**src/skl_pkg.sv**
```systemverilog
// Shared constants and types for the sorted key list.
// Depends on nothing; used by sorted_key_list and skl_checker.
package skl_pkg;

   localparam int CAPACITY = 16;
   localparam int KEY_W    = 32;
   localparam int ACTION_W = 2;
   localparam int STATUS_W = 3;
   localparam int IDX_W    = (CAPACITY > 1) ? $clog2(CAPACITY) : 1;
   localparam int CNT_W    = $clog2(CAPACITY + 1);

   typedef enum logic [ACTION_W-1:0] {
      ACT_INSERT = 2'd0,
      ACT_DELETE = 2'd1,
      ACT_LIST   = 2'd2,
      ACT_NONE   = 2'd3
   } action_type;

   typedef enum logic [STATUS_W-1:0] {
      STS_INSERTED = 3'd0,
      STS_DELETED  = 3'd1,
      STS_NOTFOUND = 3'd2,
      STS_EMPTY    = 3'd3,
      STS_FULL     = 3'd4,
      STS_LISTED   = 3'd5
   } status_type;

endpackage

```
**src/sorted_key_list.sv**
```systemverilog
// Sorted key list: keeps up to CAPACITY signed keys in ascending order in one
// single-port-read key memory. Depends on skl_pkg.
//
//   channel | ports                                   | handshake
//   --------+-----------------------------------------+--------------------------
//   request | req_action, req_key                     | start && !busy
//   result  | rsp_status, rsp_value, rsp_last         | rsp_strobe, one cycle
//
// One memory read per entry visited, one entry per cycle. An empty list, or for
// insert a full one, is answered from idle without a scan. A listing streams one
// key per cycle. Action code 3 gives no result. Results are registered and show
// in the cycle after their decision.
// Reset clears count, sequencer and strobe; the key memory is not cleared.
// The result side cannot stall; busy is the only back-pressure on requests.
module sorted_key_list (
   input  logic                                clock,
   input  logic                                reset,
   input  logic                                start,
   output logic                                busy,
   input  logic        [skl_pkg::ACTION_W-1:0] req_action,
   input  logic signed [skl_pkg::KEY_W-1:0]    req_key,
   output logic                                rsp_strobe,
   output logic        [skl_pkg::STATUS_W-1:0] rsp_status,
   output logic signed [skl_pkg::KEY_W-1:0]    rsp_value,
   output logic                                rsp_last
);
   import skl_pkg::*;

   // Sequencer, one-hot.
   typedef enum logic [4:0] {
      SQ_IDLE = 5'b00001,
      SQ_INS  = 5'b00010,   // top-down scan, shifting entries up by one
      SQ_FILL = 5'b00100,   // new key goes to the front
      SQ_DEL  = 5'b01000,   // bottom-up scan, closing the gap behind the hit
      SQ_LIST = 5'b10000    // stream entries out
   } seq_type;

   seq_type                   state_ff, state_in;
   logic [CNT_W-1:0]          count_ff, count_in;
   logic signed [KEY_W-1:0]   key_ff, key_in;
   logic                      found_ff, found_in;
   logic [IDX_W-1:0]          rd_idx_ff, rd_idx_in;    // entry held in rd_data_ff

   logic                      rsp_strobe_ff, rsp_strobe_in;
   status_type                rsp_status_ff, rsp_status_in;
   logic signed [KEY_W-1:0]   rsp_value_ff, rsp_value_in;
   logic                      rsp_last_ff, rsp_last_in;

   // Key memory: one write and one read port, registered read data.
   logic signed [KEY_W-1:0]   mem [CAPACITY];
   logic signed [KEY_W-1:0]   rd_data_ff;
   logic                      rd_en;
   logic [IDX_W-1:0]          rd_addr;
   logic                      wr_en;
   logic [IDX_W-1:0]          wr_addr;
   logic signed [KEY_W-1:0]   wr_data;

   logic [CNT_W-1:0]          cnt_dec;
   logic [IDX_W-1:0]          last_idx;
   logic                      at_end;
   logic                      hit;

   assign cnt_dec  = count_ff - CNT_W'(1);
   assign last_idx = cnt_dec[IDX_W-1:0];
   assign at_end   = (rd_idx_ff == last_idx);
   assign hit      = !found_ff && (rd_data_ff == key_ff);

   always_comb begin
      state_in      = state_ff;
      count_in      = count_ff;
      key_in        = key_ff;
      found_in      = found_ff;
      rd_idx_in     = rd_idx_ff;
      rsp_strobe_in = 1'b0;
      rsp_status_in = STS_INSERTED;
      rsp_value_in  = '0;
      rsp_last_in   = 1'b1;
      rd_en         = 1'b0;
      rd_addr       = '0;
      wr_en         = 1'b0;
      wr_addr       = '0;
      wr_data       = key_ff;

      case (state_ff)
         SQ_IDLE: begin
            if (start) begin
               key_in   = req_key;
               found_in = 1'b0;
               case (req_action)
                  ACT_INSERT: begin
                     if (count_ff == CNT_W'(CAPACITY)) begin
                        rsp_strobe_in = 1'b1;
                        rsp_status_in = STS_FULL;
                     end else if (count_ff == '0) begin
                        wr_en         = 1'b1;
                        wr_addr       = '0;
                        wr_data       = req_key;
                        count_in      = CNT_W'(1);
                        rsp_strobe_in = 1'b1;
                        rsp_status_in = STS_INSERTED;
                     end else begin
                        // scan from the top entry downward
                        rd_en     = 1'b1;
                        rd_addr   = last_idx;
                        rd_idx_in = last_idx;
                        state_in  = SQ_INS;
                     end
                  end
                  ACT_DELETE, ACT_LIST: begin
                     if (count_ff == '0) begin
                        rsp_strobe_in = 1'b1;
                        rsp_status_in = STS_EMPTY;
                     end else begin
                        rd_en     = 1'b1;
                        rd_addr   = '0;
                        rd_idx_in = '0;
                        state_in  = (req_action == ACT_LIST) ? SQ_LIST : SQ_DEL;
                     end
                  end
                  default: begin
                     // unused code: no state change, no result
                  end
               endcase
            end
         end

         SQ_INS: begin
            // Write lands two entries above the next read: no overlap.
            wr_en   = 1'b1;
            wr_addr = rd_idx_ff + IDX_W'(1);
            if (rd_data_ff >= key_ff) begin
               wr_data = rd_data_ff;
               if (rd_idx_ff == '0) begin
                  state_in = SQ_FILL;
               end else begin
                  rd_en     = 1'b1;
                  rd_addr   = rd_idx_ff - IDX_W'(1);
                  rd_idx_in = rd_idx_ff - IDX_W'(1);
               end
            end else begin
               wr_data       = key_ff;
               count_in      = count_ff + CNT_W'(1);
               rsp_strobe_in = 1'b1;
               rsp_status_in = STS_INSERTED;
               state_in      = SQ_IDLE;
            end
         end

         SQ_FILL: begin
            wr_en         = 1'b1;
            wr_addr       = '0;
            wr_data       = key_ff;
            count_in      = count_ff + CNT_W'(1);
            rsp_strobe_in = 1'b1;
            rsp_status_in = STS_INSERTED;
            state_in      = SQ_IDLE;
         end

         SQ_DEL: begin
            // Past the hit, each entry moves down one slot, behind the read.
            found_in = found_ff || hit;
            if (found_ff) begin
               wr_en   = 1'b1;
               wr_addr = rd_idx_ff - IDX_W'(1);
               wr_data = rd_data_ff;
            end
            if (at_end) begin
               rsp_strobe_in = 1'b1;
               state_in      = SQ_IDLE;
               if (found_ff || hit) begin
                  rsp_status_in = STS_DELETED;
                  count_in      = cnt_dec;
               end else begin
                  rsp_status_in = STS_NOTFOUND;
               end
            end else begin
               rd_en     = 1'b1;
               rd_addr   = rd_idx_ff + IDX_W'(1);
               rd_idx_in = rd_idx_ff + IDX_W'(1);
            end
         end

         SQ_LIST: begin
            rsp_strobe_in = 1'b1;
            rsp_status_in = STS_LISTED;
            rsp_value_in  = rd_data_ff;
            rsp_last_in   = at_end;
            if (at_end) begin
               state_in = SQ_IDLE;
            end else begin
               rd_en     = 1'b1;
               rd_addr   = rd_idx_ff + IDX_W'(1);
               rd_idx_in = rd_idx_ff + IDX_W'(1);
            end
         end

         default: begin
            state_in = SQ_IDLE;
         end
      endcase
   end

   always_ff @(posedge clock) begin
      if (wr_en) begin
         mem[wr_addr] <= wr_data;
      end
      if (rd_en) begin
         rd_data_ff <= mem[rd_addr];
      end
   end

   always_ff @(posedge clock) begin
      if (reset) begin
         state_ff      <= SQ_IDLE;
         count_ff      <= '0;
         rsp_strobe_ff <= 1'b0;
      end else begin
         state_ff      <= state_in;
         count_ff      <= count_in;
         rsp_strobe_ff <= rsp_strobe_in;
      end
   end

   always_ff @(posedge clock) begin
      key_ff        <= key_in;
      found_ff      <= found_in;
      rd_idx_ff     <= rd_idx_in;
      rsp_status_ff <= rsp_status_in;
      rsp_value_ff  <= rsp_value_in;
      rsp_last_ff   <= rsp_last_in;
   end

   assign busy       = (state_ff != SQ_IDLE);
   assign rsp_strobe = rsp_strobe_ff;
   assign rsp_status = rsp_status_ff;
   assign rsp_value  = rsp_value_ff;
   assign rsp_last   = rsp_last_ff;

endmodule

```
**config.mk**
```make
export PLATFORM = sky130hd
export DESIGN_NAME = sorted_key_list
export DESIGN_NICKNAME = d
export VERILOG_FILES = /design/src/skl_pkg.sv /design/src/sorted_key_list.sv
export SDC_FILE = /design/constraint.sdc
export NUM_CORES = 1
export LEC_CHECK = 0
export ABC_AREA = 0
export BUFFER_PORTS_ARGS = -buffer_cell sky130_fd_sc_hd__buf_4
export CAP_MARGIN = 15
export CORE_MARGIN = 2
export CORE_UTILIZATION = 24
export DETAILED_ROUTE_END_ITERATION = 10
export PLACE_DENSITY = 0.46
export SLEW_MARGIN = 15
export SYNTH_ARGS = -nofsm -noshare
export SYNTH_HDL_FRONTEND = slang
export SYNTH_SLANG_ARGS = --single-unit
```
**constraint.sdc**
```tcl
create_clock -name clock -period 5.5 [get_ports clock]
set_clock_uncertainty 0.15 [all_clocks]
set_input_delay 1.1 -clock clock [delete_from_list [all_inputs] [get_ports clock]]
set_output_delay 1.1 -clock clock [all_outputs]
set_load 0.005 [all_outputs]
```
# == Word-level counts from Yosys, hierarchy flattened ==
# Memories as Yosys holds them, arrays and structs flattened. A register that Yosys moved wholly into a read port is not among the register bits.
# Index checks and enable logic that the tools add are counted.
# classes
order_cmp,1
mux,75
reduce_logical,18
n_eq_ne,27
addsub,4
# op_table
cell,count
2-to-1 mux 32 bit,6
case mux 32 bit (3 select lines),1
2-to-1 mux 5 bit,15
2-to-1 mux 4 bit,15
== test 32 bit,1
>= comparator 32 bit,1
case mux 4 bit (3 select lines),2
case mux 5 bit (4 select lines),1
2-to-1 mux 1 bit,18
!= test 2 bit (second input constant),9
case mux 4 bit (2 select lines),2
case mux 5 bit (3 select lines),1
!= test 3 bit (second input constant),4
== test 5 bit (second input constant),2
case mux 5 bit (2 select lines),1
case mux 3 bit (3 select lines),1
AND reduction 9 bit,1
AND reduction 8 bit,1
OR reduction 2 bit,4
AND reduction 7 bit,1
2-to-1 mux 2 bit,3
2-to-1 mux 3 bit,2
case mux 1 bit (2 select lines),3
case mux 1 bit (3 select lines),2
26 further kinds,28
# totals
ramBits,512
out_inout_bits,38
n_memories,1
reg_bits,84
# memory_table
memory,depth,word_bits,read_ports,rd_clocked_by_memory_dff,wr,line,text
mem,16,32,1,1,1,sorted_key_list.sv:50,logic signed [KEY_W-1:0] mem [CAPACITY];

# == Depth between registers and ports, before layout ==
# Gate-level depths: netlist (run 1).
# logic_depth
word_depth,8
depth_mapped,15
mapped_depth_nobuf,13

# == Worst setup path after synthesis (run 1) ==
# Ideal clock, no wire load.
# synth_timing
kind,flip-flop to flip-flop
start,register state_ff[1]
end,"register rd_data_ff[11], read port of mem (data pin)"
setup_ns,0.259
slack_ns,1.325
required_time_ns,5.091
synth_period_minus_slack_ns,4.175
stages_incl_launch_ff,13
arrival_ns,3.766
path_cell_list,dfxtp_1 > or3_1 > nor3b_2 > nand2_1 > inv_1 > and3_1 > clkbuf_1 > a221o_1 > buf_4 > buf_2 > mux4_2 > a22oi_1 > nand2_1
# synth_via
elab_chain_len,3
elab_cells_between_ends,7
# synth_rtl
element,line,text
start: declaration,sorted_key_list.sv:38,"seq_type state_ff, state_in;"
start signal: assignment,sorted_key_list.sv:218,state_ff <= state_in;
== test 5 bit or == test 5 x 4 -> 1 bit (tied branches),sorted_key_list.sv:84,case (state_ff)
OR reduction 2 bit (no line),n/a,
case mux 4 bit (3 select lines) or case mux 1 bit (3 select lines) (tied branches),sorted_key_list.sv:84,
end: declaration,sorted_key_list.sv:51,logic signed [KEY_W-1:0] rd_data_ff;
# Parallel ways exist; a longest one is shown, timed or not.
# A chain may end at the register's enable or synchronous reset.

# == Final worst setup path (run 1) ==
# layout_timing
start,"register rd_data_ff[17], read port of mem"
end,memory mem[3][0] (data pin)
# layout_via
elab_chain_len,3
# layout_rtl
element,line,text
>= comparator 32 bit,sorted_key_list.sv:131,if (rd_data_ff >= key_ff) begin
2-to-1 mux 32 bit,sorted_key_list.sv:131,
case mux 32 bit (3 select lines),sorted_key_list.sv:84,
net wr_data[0],sorted_key_list.sv:56,logic signed [KEY_W-1:0] wr_data;
end: declaration,sorted_key_list.sv:50,
# The timed path passes the listed nets, and every way through them passes these cells.

==> impl_metrics.yaml, run 1 <==
critical_path:
  worst_ep_required_time_ps: 5610
  worst_setup_path_end_kind: "flop"
  timing.critical_path.slowest_stage_cell: "sky130_fd_sc_hd__or4_1"
  worst_r2r_path_depth: 11
  r2r-start: "rd_data_ff[17]$_DFFE_PP_"
  crit_arrival_ps: 5230
  regToRegEndpoint: "mem[3][0]$_DFFE_PP_"
  critical_path.max_stage_delay_ps: 770
  worst-path-max-fanout: 21
  crit_type: "flop to flop"
  critical_path_cell_by_cell: "ha_1 -> nand4_1 -> or4_1 -> nor3_1 -> nor4_1 -> nor3b_4 -> nand2b_1 -> nand2_1 -> buf_4 -> a222oi_1 -> inv_1"
  worst-r2r-setup-slack_ps: 380
  critical_path.startpoint_type: "flop"
cells_and_area:
  seqCellArea_mm2: 0.01839
  design.final.nets: 1566
  fillCellCount: 10140
  fraction_of_final_layout_cells_sized_beyond_drive_strength_1: 0.2534
  fin_area_mm2: 0.03012
  fin_util: 0.2918
  multiInputGateArea_mm2: 0.006136
  most-common-layout-cells: "sky130_fd_sc_hd__edfxtp_1 (581), sky130_fd_sc_hd__mux4_2 (128), sky130_fd_sc_hd__buf_4 (118)"
  layout_commonest_cell: "sky130_fd_sc_hd__edfxtp_1"
  area_growth_syn_to_layout_pct: 20.97
cts:
  post_cts_resize_count: 0
  insertion_delay_ps: 620
  tritoncts: "done"
  library_cell_used_as_clock_root_buffer: "sky130_fd_sc_hd__clkbuf_16"
  postCtsSetupBuffers: 0
  clk_transition_reported_paths_ps: 60
  htreeDepth: 3
  numClockSinks: 628
  postCtsHoldBufs: 0
  max-clock-path-buffers: 3
  numCtsBuffers: 70
power:
  ir_worst_vdd_mv: 0.2385
  leakagePower_nw: 9.872
  switching_share_of_power: 0.2964
  clkPwrFrac: 0.335
  cell_internal_pwr_mw: 10.26
  net-switching-power_mw: 4.319
  power.density_mw_per_mm2: 483.9
  seq_power_share: 0.448
  comb_power_share: 0.217
sta:
  finalCriticalPeriod_ps: 5118
  finalSetupTns_ps: 0
  slew_headroom: 0.2413
  setup_violations: 0
  post-route-period-util: 0.9305
  report.final.slew_viol_count: 0
  final.setup.worst_slack_ps: 382.2
  timing.fmax_ghz: 0.1954
  hold-worst-slack_ps: 377.4
  grt_setup_unrepaired: "false"
  worst_slew_pin_slew_ps: 1135
  finalHoldViolCount: 0
detailed_routing:
  route.final.wire_length_mm: 69.68
  dr_total_vias: 13450
  drt-wirelength-per-cell_um: 23.83
  viasPerCell: 4.598
  first_iter_violations: 1436
  drc_errors: 0
  antenna_left: 0
  detailedRoute.firstPassIterationCount: 9
floorplanning:
  die_width_um: 326.1
  initial_utilization: 0.2412
  boundaryPins: 75
  die-height_um: 326.1
  core.rowCount: 118
  die_area_mm2: 0.1063
  core_mm2: 0.1032
grt:
  grt_max_degree: 40
  antenna_found_initial: 3
  global_route.usage.total: 0.1300
  first_global_vias: 13800
  grt-ovfl-total: 0
  grt_first_pass_wirelength_mm: 100.6
synthesis:
  syn-cell-area_mm2: 0.02489
  syn_inst: 1351
  synth_ff_type: "sky130_fd_sc_hd__edfxtp_1"
  synth_cell_type_count: 55
  postSynth.asyncResetShare: 0
  synth_enable_flop_cells: 581
  syn-mean-instance-area_um2: 18.43
  yosys_warnings: 0
  postSynthNetCount: 1430
  postSynthRegisterBits: 628
  synth_sequential_area_ratio: 0.7386
placed_design:
  post-place-ws_ps: 549.9
  number_of_input_and_output_port_buffers_inserted: 74
  hpwlAfterDp_mm: 40.17
  placed_cell_area_mm2: 0.02769
  globalplace.congestion: 0.7798
min_path:
  min_to: "rsp_value[27]$_SDFF_PP0_"
  whs_path_depth: 1
  hold_path_startpoint: "rd_data_ff[27]$_DFFE_PP_"
  hp-class: "flop to flop"
flow_run:
  max_cap_violations: 0
outcome:
  status: "completed"
-- synthesized netlist by cell type, types with 2 or more instances --
master                     count  area [um2]
sky130_fd_sc_hd__nand2_1      72       270.3
sky130_fd_sc_hd__buf_2         7       35.03
sky130_fd_sc_hd__xnor2_1       2       17.52
sky130_fd_sc_hd__nand3_1      12       60.06
sky130_fd_sc_hd__nand2b_1      6       37.54
sky130_fd_sc_hd__buf_4         8       60.06
sky130_fd_sc_hd__o31ai_1       4       30.03
sky130_fd_sc_hd__or3_1         2       12.51
sky130_fd_sc_hd__a222oi_1     32       320.3
sky130_fd_sc_hd__o311ai_0      2       17.52
sky130_fd_sc_hd__xor2_1        7       61.31
sky130_fd_sc_hd__nor3b_1       3       22.52
sky130_fd_sc_hd__o211ai_1      4       30.03
sky130_fd_sc_hd__and3_1        2       12.51
sky130_fd_sc_hd__a221o_1       3       30.03
sky130_fd_sc_hd__a22oi_1      67       503.0
sky130_fd_sc_hd__or4_1         2       15.01
sky130_fd_sc_hd__and4_1        2       17.52
sky130_fd_sc_hd__nor2_1       48       180.2
sky130_fd_sc_hd__a21oi_1      34       170.2
sky130_fd_sc_hd__a221oi_1      6       52.55
sky130_fd_sc_hd__mux4_2      128        2883
sky130_fd_sc_hd__dfxtp_1      47       940.9
sky130_fd_sc_hd__buf_1         4       15.01
sky130_fd_sc_hd__a22o_1        3       26.28
sky130_fd_sc_hd__nor3_1       12       60.06
sky130_fd_sc_hd__o221ai_1      3       26.28
sky130_fd_sc_hd__clkbuf_1     48       180.2
sky130_fd_sc_hd__inv_1        78       292.8
sky130_fd_sc_hd__nand4_1       8       50.05
sky130_fd_sc_hd__ha_1         42       525.5
sky130_fd_sc_hd__o21a_1        2       15.01
sky130_fd_sc_hd__edfxtp_1    581       17450
sky130_fd_sc_hd__o21ai_0      17       85.08
sky130_fd_sc_hd__and2_1       33       206.5
-- worst max-delay path: cells and delay by family, from the launching register on --
kind            cells  cell delay (ps)
flops               1              500
buf+inv             2              640
fa+ha+maj           1              350
simple gates        7             2570
compound gates      1              500
-- flip-flops by register name (all words and copies together), names as in the netlist --
name	flops
count_ff	5
found_ff	1
key_ff	32
mem	512
rd_data_ff	32
rd_idx_ff	4
rsp_last	1
rsp_status	3
rsp_strobe	1
rsp_value	32
state_ff	5
-- worst max-delay path by stage --
| stage | from | end | slack, ps | cells after the start |
|---|---|---|---|---|
| 2_1_floorplan | state_ff[1]$_SDFFE_PP0P_ | rd_data_ff[11]$_DFFE_PP_ | 1330 | 12 |
| 3_3_place_gp | rd_data_ff[16]$_DFFE_PP_ | mem[5][0]$_DFFE_PP_ | 530 | 11 |
| 3_5_place_dp | rd_data_ff[17]$_DFFE_PP_ | mem[7][0]$_DFFE_PP_ | 550 | 11 |
| 4_1_cts | rd_data_ff[17]$_DFFE_PP_ | rd_data_ff[12]$_DFFE_PP_ | 490 | 12 |
| 5_1_grt | rd_data_ff[17]$_DFFE_PP_ | mem[9][26]$_DFFE_PP_ | 200 | 10 |
| 6_report | rd_data_ff[17]$_DFFE_PP_ | mem[3][0]$_DFFE_PP_ | 380 | 11 |
-- power by group through the flow --
| stage | sequential [mW] | combinational [mW] | clock, mW |
|---|---|---|---|
| floorplan | 6.51 | 1.91 | 0 |
| global placement | 6.63 | 3.10 | 0 |
| detailed placement | 6.63 | 3.17 | 0 |
| CTS | 6.54 | 3.18 | 5.01 |
| global route | 6.57 | 3.49 | 5.19 |
| finish | 6.54 | 3.16 | 4.88 |
-- cell type report --
type,instances,area share
clock buffers,92,0.06577
repair buffers,131,0.03806
clock inverters,36,0.01471
inverters,78,0.009722
well taps,1380,0.05734
diodes,1,0.00008309
flip-flops and latches,628,0.6106
multi-input cells,578,0.2037
-- layer usage --
| metal | vias to the layer above | wire [um] | track usage |
|---|---|---|---|
| met5 | - | 13 | 0 |
| met4 | 2 | 1038 | 0.02825 |
| met3 | 86 | 4695 | 0.02716 |
| met2 | 469 | 30980 | 0.1941 |
| met1 | 7134 | 32960 | 0.1933 |
| li1 | 5754 | - | - |
-- stage by stage --
stage          power [mW]  std cells
3_3_place_gp        9.720       2795
4_1_cts             14.73       2923
3_5_place_dp        9.801       2795
5_1_grt             15.25       2923
6_report            14.57       2924
2_1_floorplan       8.417       1351
-- cells by family after synthesis --
logic type,count (synthesis),share of synthesized area
buffers and inverters,145,0.02342
muxes,129,0.1162
and+or+nand+nor,210,0.04127
xor gates and xnor gates,9,0.003167
DFF,628,0.7386
AOI/OAI and AO/OA,188,0.05619
adders and majority gates,42,0.02111
Note: power is estimated with default switching activity, not from simulation.
==> run 2: changes to the inputs <==
--- a/config.mk
+++ b/config.mk
@@ -11,7 +11,7 @@
 export CORE_MARGIN = 2
 export CORE_UTILIZATION = 24
 export DETAILED_ROUTE_END_ITERATION = 10
-export PLACE_DENSITY = 0.46
+export PLACE_DENSITY = 0.47
 export SLEW_MARGIN = 15
 export SYNTH_ARGS = -nofsm -noshare
 export SYNTH_HDL_FRONTEND = slang
==> constraint.sdc (replaced) <==
create_clock -name clock -period 4.4 [get_ports clock]
set_clock_uncertainty 0.15 [all_clocks]
set_input_delay 0.88 -clock clock [delete_from_list [all_inputs] [get_ports clock]]
set_output_delay 0.88 -clock clock [all_outputs]
set_load 0.005 [all_outputs]
==> run 2 against run 1 <==
Count of clock-buffer cells in the layout up 1. Worst hold slack got worse by 94 ps. Die area is the same. Flip-flop and latch count is the same. Largest cell class unchanged.
==> impl_metrics.yaml, run 2 (synthesized netlist as in run 1, its figures left out) <==
cells_and_area:
  design.final.nets: 1640
  area_growth_syn_to_layout_pct: 24.83
  finish.cell_count_without_fillers: 2998
  largest_register_ff_count: 512
  fraction_of_final_layout_cells_sized_beyond_drive_strength_1: 0.3035
  largest_register: "mem"
  antenna-diode-count: 0
  layout_commonest_cell: "sky130_fd_sc_hd__edfxtp_1"
  fin_area_mm2: 0.03108
  most-common-layout-cells: "sky130_fd_sc_hd__edfxtp_1 (581), sky130_fd_sc_hd__buf_4 (157), sky130_fd_sc_hd__mux4_2 (128)"
cts:
  clk_transition_reported_paths_ps: 60
  htreeDepth: 3
  library_cell_used_as_clock_root_buffer: "sky130_fd_sc_hd__clkbuf_16"
  tritoncts: "done"
  postCtsHoldBufs: 0
  max-clock-path-buffers: 3
  insertion_delay_ps: 640
  numClockSinks: 628
  numCtsBuffers: 71
floorplanning:
  die_width_um: 326.1
  initial_utilization: 0.2412
  core_mm2: 0.1032
  core.rowCount: 118
  die-height_um: 326.1
  die_area_mm2: 0.1063
  boundaryPins: 75
grt:
  global_route.usage.total: 0.1292
  grt_max_degree: 34
  grt-ovfl-total: 0
  antenna_found_initial: 2
  grt_first_pass_wirelength_mm: 99.22
  first_global_vias: 14010
placed_design:
  post-place-ws_ps: -182.7
  number_of_input_and_output_port_buffers_inserted: 74
  placed_cell_area_mm2: 0.02849
  globalplace.congestion: 0.7843
  placed_cells: 2853
  hpwlAfterDp_mm: 40.40
detailed_routing:
  antenna_left: 0
  first_iter_violations: 1562
  drt-wirelength-per-cell_um: 23.45
  viasPerCell: 4.585
  route.final.wire_length_mm: 70.31
  drc_errors: 0
  detailedRoute.firstPassIterationCount: 7
  dr_total_vias: 13750
critical_path:
  crit_arrival_ps: 4500
  crit_buf_inv: 3
  timing.critical_path.slowest_stage_cell: "sky130_fd_sc_hd__or4b_1"
  worst_ep_required_time_ps: 4640
  crit_type: "flop to flop"
  cpMostUsedCell: "sky130_fd_sc_hd__buf_4"
  cell_family_contributing_the_most_delay_on_the_critical_path: "simple AND/OR/NAND/NOR gates"
  worst_setup_path_end_kind: "flop"
  critical_path_cell_by_cell: "ha_1 -> nand4_1 -> buf_4 -> or4b_1 -> a21o_1 -> a21oi_4 -> nor4_4 -> nor3b_4 -> nor3_2 -> a221o_4 -> buf_4 -> buf_16 -> mux4_2 -> a22oi_2 -> nand2_1"
  critical_path.max_stage_delay_ps: 500
  critical_path.startpoint_type: "flop"
  worst-path-max-fanout: 12
power:
  leakagePower_nw: 10.26
  ir_worst_vdd_mv: 0.2574
  power.density_mw_per_mm2: 593.1
outcome:
  status: "completed"
sta:
  worst_slew_pin_slew_ps: 884.4
  grt_setup_unrepaired: "true"
  setup_violations: 0
  report.final.slew_viol_count: 0
  slew_headroom: 0.4104
  finalCriticalPeriod_ps: 4257
  post-route-period-util: 0.9674
  finalSetupTns_ps: 0
  final.setup.worst_slack_ps: 143.4
  finalHoldViolCount: 0
  timing.fmax_ghz: 0.2349
min_path:
  hp-class: "primary input to flop"
flow_run:
  max_cap_violations: 0
[run 2: final cells by class]
type | instances | area, um2
Sequential cell | 628 | 18390
Clock buffer | 93 | 1879
Inverter | 78 | 292.8
Timing Repair Buffer | 204 | 2111
Fill cell | 10110 | 72130
Tap cell | 1380 | 1727
Multi-Input combinational cell | 578 | 6296
Clock inverter | 37 | 382.9
[run 2: per-stage QoR]
stage / hold WS (ps) / utilization / power, mW
final: 283.6 / 0.3011 / 18.43
after global routing: 259.6 / 0.3011 / 19.29
after CTS: 240.3 / 0.2985 / 18.36
after detailed placement: 373.4 / 0.2760 / 12.56
after global placement: 382.2 / 0.2760 / 12.45
after floorplan: 326.0 / - / 10.52
[run 2: power breakdown]
part	total [mW]	switching (mW)	leakage, nW	internal, mW
combinational	4.56	2.89	3.53	1.67
sequential	8.13	0.224	5.66	7.91
clock	5.74	2.49	1.08	3.25
total	18.4	5.60	10.3	12.8
[run 2: timing repair]
item / in CTS / in global routing
endpoints found under the hold margin: 0 / 0
setup endpoints to repair: 230 / 448
pin swaps: 1 / 9
gates cloned: 0 / 2
buffers inserted: 5 / 8
gates resized for setup: 4 / 35
[run 2: path summary, 6_finish.rpt]
| path | to | start | slack, ps | depth (start not counted) |
|---|---|---|---|---|
| setup / recovery | rd_data_ff[21]$_DFFE_PP_ | rd_data_ff[15]$_DFFE_PP_ | 140 | 15 |
| hold / removal | key_ff[21]$_DFFE_PP_ | req_key[21] | 280 | 1 |
| setup reg to reg | rd_data_ff[21]$_DFFE_PP_ | rd_data_ff[15]$_DFFE_PP_ | 140 | 15 |
| hold reg to reg | rsp_value[30]$_SDFF_PP0_ | rd_data_ff[30]$_DFFE_PP_ | 370 | 1 |
[run 2: per-layer routing]
| layer | up-vias | global-route usage | part of all wire |
|---|---|---|---|
| met3 | 88 | 0.02807 | 0.076 |
| met1 | 7242 | 0.1869 | 0.46 |
| li1 | 5903 | - | - |
| met4 | 0 | 0.03286 | 0.018 |
| met5 | - | 0 | 0 |
| met2 | 513 | 0.1963 | 0.45 |
